--- src/rtl/obstx_pkg.sv ---
`timescale 1ns / 1ps
// ============================================================================
// obstx_pkg
// Shared codes and types of the oversampled bit-serial transmit/receive block.
// ============================================================================
package obstx_pkg;

    localparam logic [2:0] OP_TICK     = 3'd0;
    localparam logic [2:0] OP_START_TX = 3'd1;
    localparam logic [2:0] OP_START_RX = 3'd2;
    localparam logic [2:0] OP_GO_IDLE  = 3'd3;
    localparam logic [2:0] OP_WRITE    = 3'd4;

    localparam logic [1:0] MODE_IDLE = 2'd0;
    localparam logic [1:0] MODE_TX   = 2'd1;
    localparam logic [1:0] MODE_RX   = 2'd2;

    localparam logic CFG_OVERSAMPLE_RATE = 1'b0;
    localparam logic CFG_TX_LENGTH       = 1'b1;

    // Where the transmit line level of a result comes from.
    localparam logic [1:0] LINE_KEEP = 2'd0;
    localparam logic [1:0] LINE_ZERO = 2'd1;
    localparam logic [1:0] LINE_RAM  = 2'd2;

    typedef struct packed {
        logic [1:0] line_src;
        logic       tx_done;
        logic       rx_bit_valid;
        logic       rx_bit;
        logic [9:0] rx_bit_index;
        logic       rx_block_done;
        logic [1:0] mode_status;
    } t_stage;

endpackage

--- src/rtl/obstx_ram.sv ---
`timescale 1ns / 1ps
// ============================================================================
// obstx_ram
// Generic single-write, single-read synchronous RAM with registered read data.
// ============================================================================
module obstx_ram #(
    parameter int WIDTH = 1,
    parameter int DEPTH = 1024,
    parameter int AW    = (DEPTH > 1) ? $clog2(DEPTH) : 1
) (
    input  logic             i_clk,
    input  logic             i_we,
    input  logic [AW-1:0]    i_waddr,
    input  logic [WIDTH-1:0] i_wdata,
    input  logic             i_re,
    input  logic [AW-1:0]    i_raddr,
    output logic [WIDTH-1:0] o_rdata
);

    logic [WIDTH-1:0] r_mem [DEPTH];
    logic [WIDTH-1:0] r_rdata;

    always_ff @(posedge i_clk) begin
        if (i_we) begin
            r_mem[i_waddr] <= i_wdata;
        end
        if (i_re) begin
            r_rdata <= r_mem[i_raddr];
        end
    end

    assign o_rdata = r_rdata;

endmodule

--- src/rtl/obstx_ctrl.sv ---
`timescale 1ns / 1ps
// ============================================================================
// obstx_ctrl
// Mode, transmit position and receive vote state; applies one command per
// accepted transfer and issues the transmit store accesses.
// ============================================================================
module obstx_ctrl import obstx_pkg::*; #(
    parameter int BLOCK_BITS = 1024,
    parameter int TX_DEPTH   = 1024,
    parameter int AW         = (TX_DEPTH > 1) ? $clog2(TX_DEPTH) : 1
) (
    input  logic          i_clk,
    input  logic          i_rst_n,
    input  logic          i_cfg_we,
    input  logic          i_cfg_index,
    input  logic [10:0]   i_cfg_data,
    input  logic          i_accept,
    input  logic [2:0]    i_op,
    input  logic          i_rx_level,
    input  logic [9:0]    i_write_index,
    input  logic          i_write_bit,
    output t_stage        o_stage,
    output logic          o_ram_we,
    output logic [AW-1:0] o_ram_waddr,
    output logic          o_ram_wdata,
    output logic          o_ram_re,
    output logic [AW-1:0] o_ram_raddr
);

    localparam int PW = (BLOCK_BITS > 1) ? $clog2(BLOCK_BITS) : 1;
    localparam int XW = (AW > 11) ? AW : 11;
    localparam logic [PW:0] BLOCK_END = (PW + 1)'(BLOCK_BITS);

    logic [7:0]    r_rate;
    logic [10:0]   r_tx_length;
    logic [1:0]    r_mode,     n_mode;
    logic [10:0]   r_tx_pos,   n_tx_pos;
    logic          r_armed,    n_armed;
    logic [7:0]    r_samples,  n_samples;
    logic [7:0]    r_highs,    n_highs;
    logic [PW-1:0] r_rx_pos,   n_rx_pos;

    logic [7:0]    w_rate;
    logic          w_armed;
    logic [8:0]    w_samples;
    logic [8:0]    w_highs;
    logic [PW:0]   w_rx_pos;
    logic [XW-1:0] w_pos_ext;
    logic [XW-1:0] w_widx_ext;

    assign w_rate     = (r_rate == 8'd0) ? 8'd1 : r_rate;
    assign w_pos_ext  = XW'(r_tx_pos);
    assign w_widx_ext = XW'(i_write_index);

    always_comb begin
        n_mode    = r_mode;
        n_tx_pos  = r_tx_pos;
        n_armed   = r_armed;
        n_samples = r_samples;
        n_highs   = r_highs;
        n_rx_pos  = r_rx_pos;
        w_armed   = r_armed | i_rx_level;
        w_samples = {1'b0, r_samples} + 9'd1;
        w_highs   = {1'b0, r_highs} + {8'd0, i_rx_level};
        w_rx_pos  = {1'b0, r_rx_pos};

        o_stage              = '0;
        o_stage.line_src     = LINE_KEEP;
        o_ram_we             = 1'b0;
        o_ram_re             = 1'b0;
        o_ram_waddr          = w_widx_ext[AW-1:0];
        o_ram_wdata          = i_write_bit;
        o_ram_raddr          = w_pos_ext[AW-1:0];

        unique case (i_op)
            OP_TICK: begin
                if (r_mode == MODE_TX) begin
                    if (r_tx_pos < r_tx_length) begin
                        if (32'(r_tx_pos) < TX_DEPTH) begin
                            o_ram_re         = i_accept;
                            o_stage.line_src = LINE_RAM;
                        end else begin
                            o_stage.line_src = LINE_ZERO;
                        end
                        n_tx_pos = r_tx_pos + 11'd1;
                    end else begin
                        n_tx_pos         = '0;
                        n_mode           = MODE_IDLE;
                        o_stage.line_src = LINE_ZERO;
                        o_stage.tx_done  = 1'b1;
                    end
                end else if (r_mode == MODE_RX && w_armed) begin
                    n_armed   = 1'b1;
                    n_samples = w_samples[7:0];
                    n_highs   = w_highs[7:0];
                    if (w_samples >= {1'b0, w_rate}) begin
                        // Majority vote: one when at least half the samples were high.
                        o_stage.rx_bit_valid = 1'b1;
                        o_stage.rx_bit       = ({w_highs, 1'b0} >= {2'b00, w_rate});
                        o_stage.rx_bit_index = 10'(r_rx_pos);
                        w_rx_pos             = {1'b0, r_rx_pos} + (PW + 1)'(1);
                        n_samples            = '0;
                        n_highs              = '0;
                    end
                    if (w_rx_pos >= BLOCK_END) begin
                        n_rx_pos              = '0;
                        n_armed               = 1'b0;
                        o_stage.rx_block_done = 1'b1;
                    end else begin
                        n_rx_pos = w_rx_pos[PW-1:0];
                    end
                end
            end
            OP_START_TX: begin
                if (r_mode == MODE_IDLE) begin
                    n_mode   = MODE_TX;
                    n_tx_pos = '0;
                end
            end
            OP_START_RX: begin
                if (r_mode == MODE_IDLE) begin
                    n_mode    = MODE_RX;
                    n_armed   = 1'b0;
                    n_samples = '0;
                    n_highs   = '0;
                    n_rx_pos  = '0;
                end
            end
            OP_GO_IDLE: begin
                n_mode           = MODE_IDLE;
                n_tx_pos         = '0;
                n_armed          = 1'b0;
                n_samples        = '0;
                n_highs          = '0;
                o_stage.line_src = LINE_ZERO;
            end
            OP_WRITE: begin
                o_ram_we = i_accept && (32'(i_write_index) < TX_DEPTH);
            end
            default: begin
            end
        endcase

        o_stage.mode_status = n_mode;
    end

    always_ff @(posedge i_clk) begin
        if (!i_rst_n) begin
            r_rate      <= 8'd1;
            r_tx_length <= '0;
            r_mode      <= MODE_IDLE;
            r_tx_pos    <= '0;
            r_armed     <= 1'b0;
            r_samples   <= '0;
            r_highs     <= '0;
            r_rx_pos    <= '0;
        end else begin
            if (i_cfg_we) begin
                unique case (i_cfg_index)
                    CFG_OVERSAMPLE_RATE: r_rate      <= i_cfg_data[7:0];
                    CFG_TX_LENGTH:       r_tx_length <= i_cfg_data;
                    default: begin
                    end
                endcase
            end
            if (i_accept) begin
                r_mode    <= n_mode;
                r_tx_pos  <= n_tx_pos;
                r_armed   <= n_armed;
                r_samples <= n_samples;
                r_highs   <= n_highs;
                r_rx_pos  <= n_rx_pos;
            end
        end
    end

endmodule

--- src/rtl/oversampled_bit_serial_txrx_top.sv ---
`timescale 1ns / 1ps
// ============================================================================
// oversampled_bit_serial_txrx_top
// Tick-driven bit-serial link engine: buffered transmit from a bit store and
// oversampled majority-vote receive.
// ============================================================================
//  Channel   | Handshake                | Payload
//  ----------+--------------------------+---------------------------------------
//  input     | i_in_valid / o_in_stall  | i_op, i_rx_level, i_write_index,
//            |                          | i_write_bit
//  result    | o_out_valid / i_out_stall| o_tx_line, o_tx_done, o_rx_bit_valid,
//            |                          | o_rx_bit, o_rx_bit_index,
//            |                          | o_rx_block_done, o_mode_status
//  config    | i_cfg_we                 | i_cfg_index, i_cfg_data
//
// One transfer is taken every cycle while the input does not stall; each
// result passes the middle stage (with the store read) and output register.
// Synchronous reset clears mode, counters and length and sets rate one; the
// transmit store is not cleared and must be written before it is sent.
// A stall on the result side holds the middle stage, and the input stalls only
// once both the middle stage and the output register are full.
// ============================================================================
module oversampled_bit_serial_txrx_top import obstx_pkg::*; #(
    parameter int BLOCK_BITS = 1024,
    parameter int TX_DEPTH   = 1024
) (
    input  logic        i_clk,
    input  logic        i_rst_n,
    input  logic        i_cfg_we,
    input  logic        i_cfg_index,
    input  logic [10:0] i_cfg_data,
    input  logic        i_in_valid,
    output logic        o_in_stall,
    input  logic [2:0]  i_op,
    input  logic        i_rx_level,
    input  logic [9:0]  i_write_index,
    input  logic        i_write_bit,
    output logic        o_out_valid,
    input  logic        i_out_stall,
    output logic        o_tx_line,
    output logic        o_tx_done,
    output logic        o_rx_bit_valid,
    output logic        o_rx_bit,
    output logic [9:0]  o_rx_bit_index,
    output logic        o_rx_block_done,
    output logic [1:0]  o_mode_status
);

    localparam int AW = (TX_DEPTH > 1) ? $clog2(TX_DEPTH) : 1;

    logic          w_accept;
    logic          w_move;
    t_stage        w_stage;
    logic          w_ram_we;
    logic [AW-1:0] w_ram_waddr;
    logic          w_ram_wdata;
    logic          w_ram_re;
    logic [AW-1:0] w_ram_raddr;
    logic          w_ram_rdata;
    logic          w_line;

    logic          r_mid_valid;
    t_stage        r_mid;
    logic          r_out_valid;
    t_stage        r_out;
    logic          r_out_line;
    logic          r_line_level;

    assign w_move     = r_mid_valid && (!r_out_valid || !i_out_stall);
    assign o_in_stall = r_mid_valid && !w_move;
    assign w_accept   = i_in_valid && !o_in_stall;

    obstx_ctrl #(
        .BLOCK_BITS (BLOCK_BITS),
        .TX_DEPTH   (TX_DEPTH),
        .AW         (AW)
    ) u_ctrl (
        .i_clk         (i_clk),
        .i_rst_n       (i_rst_n),
        .i_cfg_we      (i_cfg_we),
        .i_cfg_index   (i_cfg_index),
        .i_cfg_data    (i_cfg_data),
        .i_accept      (w_accept),
        .i_op          (i_op),
        .i_rx_level    (i_rx_level),
        .i_write_index (i_write_index),
        .i_write_bit   (i_write_bit),
        .o_stage       (w_stage),
        .o_ram_we      (w_ram_we),
        .o_ram_waddr   (w_ram_waddr),
        .o_ram_wdata   (w_ram_wdata),
        .o_ram_re      (w_ram_re),
        .o_ram_raddr   (w_ram_raddr)
    );

    obstx_ram #(
        .WIDTH (1),
        .DEPTH (TX_DEPTH),
        .AW    (AW)
    ) u_tx_store (
        .i_clk   (i_clk),
        .i_we    (w_ram_we),
        .i_waddr (w_ram_waddr),
        .i_wdata (w_ram_wdata),
        .i_re    (w_ram_re),
        .i_raddr (w_ram_raddr),
        .o_rdata (w_ram_rdata)
    );

    // The read data stays put while the middle stage waits, since no new
    // read is issued until a transfer is taken.
    always_comb begin
        case (r_mid.line_src)
            LINE_RAM:  w_line = w_ram_rdata;
            LINE_ZERO: w_line = 1'b0;
            default:   w_line = r_line_level;
        endcase
    end

    always_ff @(posedge i_clk) begin
        if (!i_rst_n) begin
            r_mid_valid  <= 1'b0;
            r_out_valid  <= 1'b0;
            r_line_level <= 1'b0;
        end else begin
            if (w_accept) begin
                r_mid_valid <= 1'b1;
            end else if (w_move) begin
                r_mid_valid <= 1'b0;
            end
            if (w_move) begin
                r_out_valid  <= 1'b1;
                r_line_level <= w_line;
            end else if (!i_out_stall) begin
                r_out_valid <= 1'b0;
            end
        end
    end

    always_ff @(posedge i_clk) begin
        if (w_accept) begin
            r_mid <= w_stage;
        end
        if (w_move) begin
            r_out      <= r_mid;
            r_out_line <= w_line;
        end
    end

    assign o_out_valid     = r_out_valid;
    assign o_tx_line       = r_out_line;
    assign o_tx_done       = r_out.tx_done;
    assign o_rx_bit_valid  = r_out.rx_bit_valid;
    assign o_rx_bit        = r_out.rx_bit;
    assign o_rx_bit_index  = r_out.rx_bit_index;
    assign o_rx_block_done = r_out.rx_block_done;
    assign o_mode_status   = r_out.mode_status;

endmodule

--- config.mk ---
export PLATFORM = sky130hd
export DESIGN_NAME = oversampled_bit_serial_txrx_top
export DESIGN_NICKNAME = d
export VERILOG_FILES = /design/src/rtl/obstx_pkg.sv /design/src/rtl/obstx_ram.sv /design/src/rtl/obstx_ctrl.sv /design/src/rtl/oversampled_bit_serial_txrx_top.sv
export SDC_FILE = /design/constraint.sdc
export NUM_CORES = 2
export LEC_CHECK = 0
export ABC_AREA = 1
export CORE_MARGIN = 3
export CORE_UTILIZATION = 51
export CTS_BUF_LIST = sky130_fd_sc_hd__clkbuf_16
export CTS_CLUSTER_DIAMETER = 50
export DETAILED_ROUTE_END_ITERATION = 16
export DONT_BUFFER_PORTS = 1
export PLACE_DENSITY = 0.66
export SKIP_CTS_REPAIR_TIMING = 1
export SYNTH_ARGS = -nofsm -noshare
export SYNTH_HDL_FRONTEND = slang
export SYNTH_SLANG_ARGS = --single-unit
--- constraint.sdc ---
create_clock -name i_clk -period 6.4 [get_ports i_clk]
set_input_delay 0.32 -clock i_clk [delete_from_list [all_inputs] [get_ports i_clk]]
set_output_delay 0.32 -clock i_clk [all_outputs]
set_load 0.03 [all_outputs]
==> impl_results.md <==
- Final Max Slew Viols: 645
- Placer congestion estimate: 0.862
- Gate Count Post-Synth: 5292
- TritonCTS buffer count: 121
- Sequential share of the synthesized area: 64.8%
- Initial DRC Count: 4797
- Post-synth EDFFs: 1060
- Pwr dens: 282 mW/mm^2
- Post-detailed-route wirelength per cell: 22.3 um
- CTS tree: done
- Antenna Violating Nets Remaining: 0
- Syn. warnings: 0
- Die ar.: 0.104 mm^2
- Complex-gate fraction of the synthesized area: 1.73%
- Clock latency on the worst-skew pair: 0.71 ns
- Simple-gate share of the synthesized area: 27.7%
- RSZ-0062 raised after global routing: false
- Core ar.: 0.0989 mm^2
- Nets: 5122
- Yosys top cell area share: 62.4%
- Synth Register Bits: 1122
- ANT cells: 0
- Final Setup Violations: 0
- XOR/XNOR Fraction of Synth Area: 0.326%
- Area share of fa/ha/maj cells after synthesis: 0.760%
- Mapped cell area: 0.0510 mm^2
- Final critical-path required period: 4.25 ns
- P&R area growth vs syn: 8.33%
- Buf/Inv on CP: 2
- Worst-case reg-to-reg path depth: 9
- Worst hold slack: 0.00385 ns
- HP Class: primary input to flop
- Clock sinks: 1122
- Post-synth top flop: edfxtp_1
- Setup TNS: 0 ns
- Vias per inst: 5.86
- Data required time of the worst path: 6.72 ns
- Critical Path AT: 4.57 ns
- Critical path's largest stage delay: 0.94 ns
- Post-route DRC: 0
- Largest area contributor in the netlist: edfxtp_1
- Layout cell share with drive strength beyond 1: 5.46%
- Tcrit/Tclk final: 66.4%
- Synthesized area per cell: 9.64 um^2
- Kind of critical path: flop to flop
- Clk buf depth: 3
- Routed WL: 143 mm
- Synth async-reset ratio: 0%
- Worst-path cell chain: buf_4, ha_1, a21oi_1, nand2_1, nand4_1, nand3_1, nor2_1, inv_1, nor3_1
- FF-to-FF Start: u_ctrl.r_tx_pos[2]
- Failing checks: max-slew violations
- H-tree Lvls: 3
- DIE WIDTH: 322 um
- Mux share of post-synthesis cell area: 0%
- Hold EP: u_ctrl.r_highs[0]
- CP top delay family: simple AND/OR/NAND/NOR gates
- F_max: 235 MHz
- Row count: 115
- Grt ovf: 0
- GRT Util Overall: 27.2%
- Post-Place Worst Slack: 2.29 ns
- Total nets after synthesis: 5355
- Worst Clk Skew: 0.0403 ns
- Final Hold Viols: 0
- Reg2reg end: u_tx_store.o_rdata
- Critical Path Sink Type: flop
- Status: complete, but fails checks
- Worst-path clk slew: 0.06 ns
- Leak Pwr: 18.8 nW
- Rel. slew slack: -40.1%
- Root buf cell: clkbuf_16
- Die H: 322 um
- Max Cap Viol: 0
- Initial antenna violation count: 1
- Vias: 37.8k
- PnR worst setup slack: 2.15 ns
- Post-DP HPWL: 71.7 mm
- Drt pass-1 iters: 6
- Worst-margin pin slew: 2.10 ns
- R2R Setup Slk: 2.15 ns
- Hold Startpoint: i_rx_level
- Vias in the first global route: 35.4k
- Final Cell Area: 0.0553 mm^2
- Largest net degree at the start of global routing: 1025
- Fillcell total: 8598
- Startpoint types: flop
- Crit path max fanout: 55
- Crit-path slowest cell: nor3_1
- WHS Path Cells: 3
- Top area cells in the synthesized netlist: edfxtp_1, nand2_1, nand3_1
- First-pass GRT wire length: 215 mm
- Main combinational cell family by area after synthesis: simple AND/OR/NAND/NOR gates
- Initial Util: 51.6%
- # port buffers: 0
- I/O Pins: 51
- Worst IR Drop VDD: 0.000227 V
- Synth cell types: 39
- Placed instance area: 0.0513 mm^2
-- power breakdown --
group	internal, mW	leakage, nW	total, mW	switching [mW]
Clock	3.73	1.89	6.61	2.88
Combinational	0.240	6.82	0.889	0.650
Sequential	8.06	10.1	8.10	0.0416
Total	12.0	18.8	15.6	3.57
-- layout by cell type, fill, tap and decap left out, drive strengths merged, types with 6 or more instances in the layout --
master	netlist	final
nand3	888	888
o21ai	53	53
a21oi	93	93
nand4	6	6
ha	31	31
nor2	1108	1108
bufinv	0	6
a211oi	7	7
edfxtp	1060	1060
inv	104	128
nand2	1364	1364
xor2	14	14
dlygate4sd3	0	18
nor3	39	39
clkinv	4	58
clkinvlp	0	7
buf	292	54
clkbuf	136	124
dfxtp	62	62
-- worst register-to-register path, stage by stage, from the launching register on --
cell	delay [ns]
dfxtp_4	0.86
buf_4	0.86
ha_1	0.45
a21oi_1	0.15
nand2_1	0.07
nand4_1	0.07
nand3_1	0.18
nor2_1	0.21
inv_1	0.08
nor3_1	0.94
-- synth_stat cells, drive strengths merged, types with 4 or more instances --
library cell and instances:
a211oi 7, a21oi 93, buf 292, clkbuf 136
clkinv 4, dfxtp 62, edfxtp 1060, ha 31
inv 104, nand2 1364, nand3 888, nand3b 4
nand4 6, nor2 1108, nor3 39, nor4 5
o21ai 53, o22ai 5, o31ai 4, xnor2 5
xor2 14
-- cells by family after synthesis --
logic type,count (synthesis)
flip-flops,1122
adder cells (fa/ha/maj),31
buffers and inverters,536
AO/OA/AOI/OAI,167
AND/OR/NAND/NOR,3417
XOR/XNOR,19
-- worst max path at each step --
| stage | startpoint | endpoint | slack [ns] | cells past startpoint |
|---|---|---|---|---|
| after CTS | u_ctrl.r_tx_pos[0] | u_tx_store.o_rdata | 2.28 | 15 |
| after detailed placement | u_ctrl.r_tx_pos[2] | u_tx_store.o_rdata | 2.29 | 9 |
| after global placement | u_ctrl.r_tx_pos[0] | u_tx_store.o_rdata | 2.26 | 15 |
| after global routing | u_ctrl.r_tx_pos[2] | u_tx_store.o_rdata | 1.98 | 9 |
| after floorplan | u_ctrl.r_samples[0] | u_ctrl.r_rx_pos[6] | 3.94 | 15 |
| final | u_ctrl.r_tx_pos[2] | u_tx_store.o_rdata | 2.15 | 9 |
-- layer usage --
metal	share of wire [%]	GRT usage [%]	vias up
li1	-	-	17280
met2	46	43.7	1657
met1	40	36.7	18553
met4	3.7	9.60	2
met5	0.0091	0	-
met3	10	6.19	263
-- state kept, by name (all words and copies together), names as in the netlist, 2 cells and up --
register and flops:
u_ctrl.r_mode 2, u_ctrl.r_samples 8, u_ctrl.r_highs 8, u_ctrl.r_rx_pos 10
u_ctrl.r_tx_pos 11, o_rx_bit_index 10, u_ctrl.r_tx_length 11, o_mode_status 2
u_tx_store.r_mem 1024, r_mid 18, u_ctrl.r_rate 8
-- area by class of cell --
class	count	area, um^2	share of cell area [%]
Sequential cell	1122	33100	59.9
Tap cell	1287	1610	2.91
Clock inverter	91	629	1.14
Multi-Input combinational cell	3634	15700	28.4
Inverter	108	427	0.772
Clock buffer	124	3100	5.62
Timing Repair Buffer	72	731	1.32
-- metrics by stage --
stage                     utilization (%)  power [mW]  std cells
after floorplan                         -        8.86       5292
after global placement               51.9        9.07       6203
after detailed placement             51.9        9.08       6203
after CTS                            55.7        15.6       6418
after global routing                 55.9        16.0       6438
final                                55.9        15.6       6438
Power figures use the tool's default switching activity.
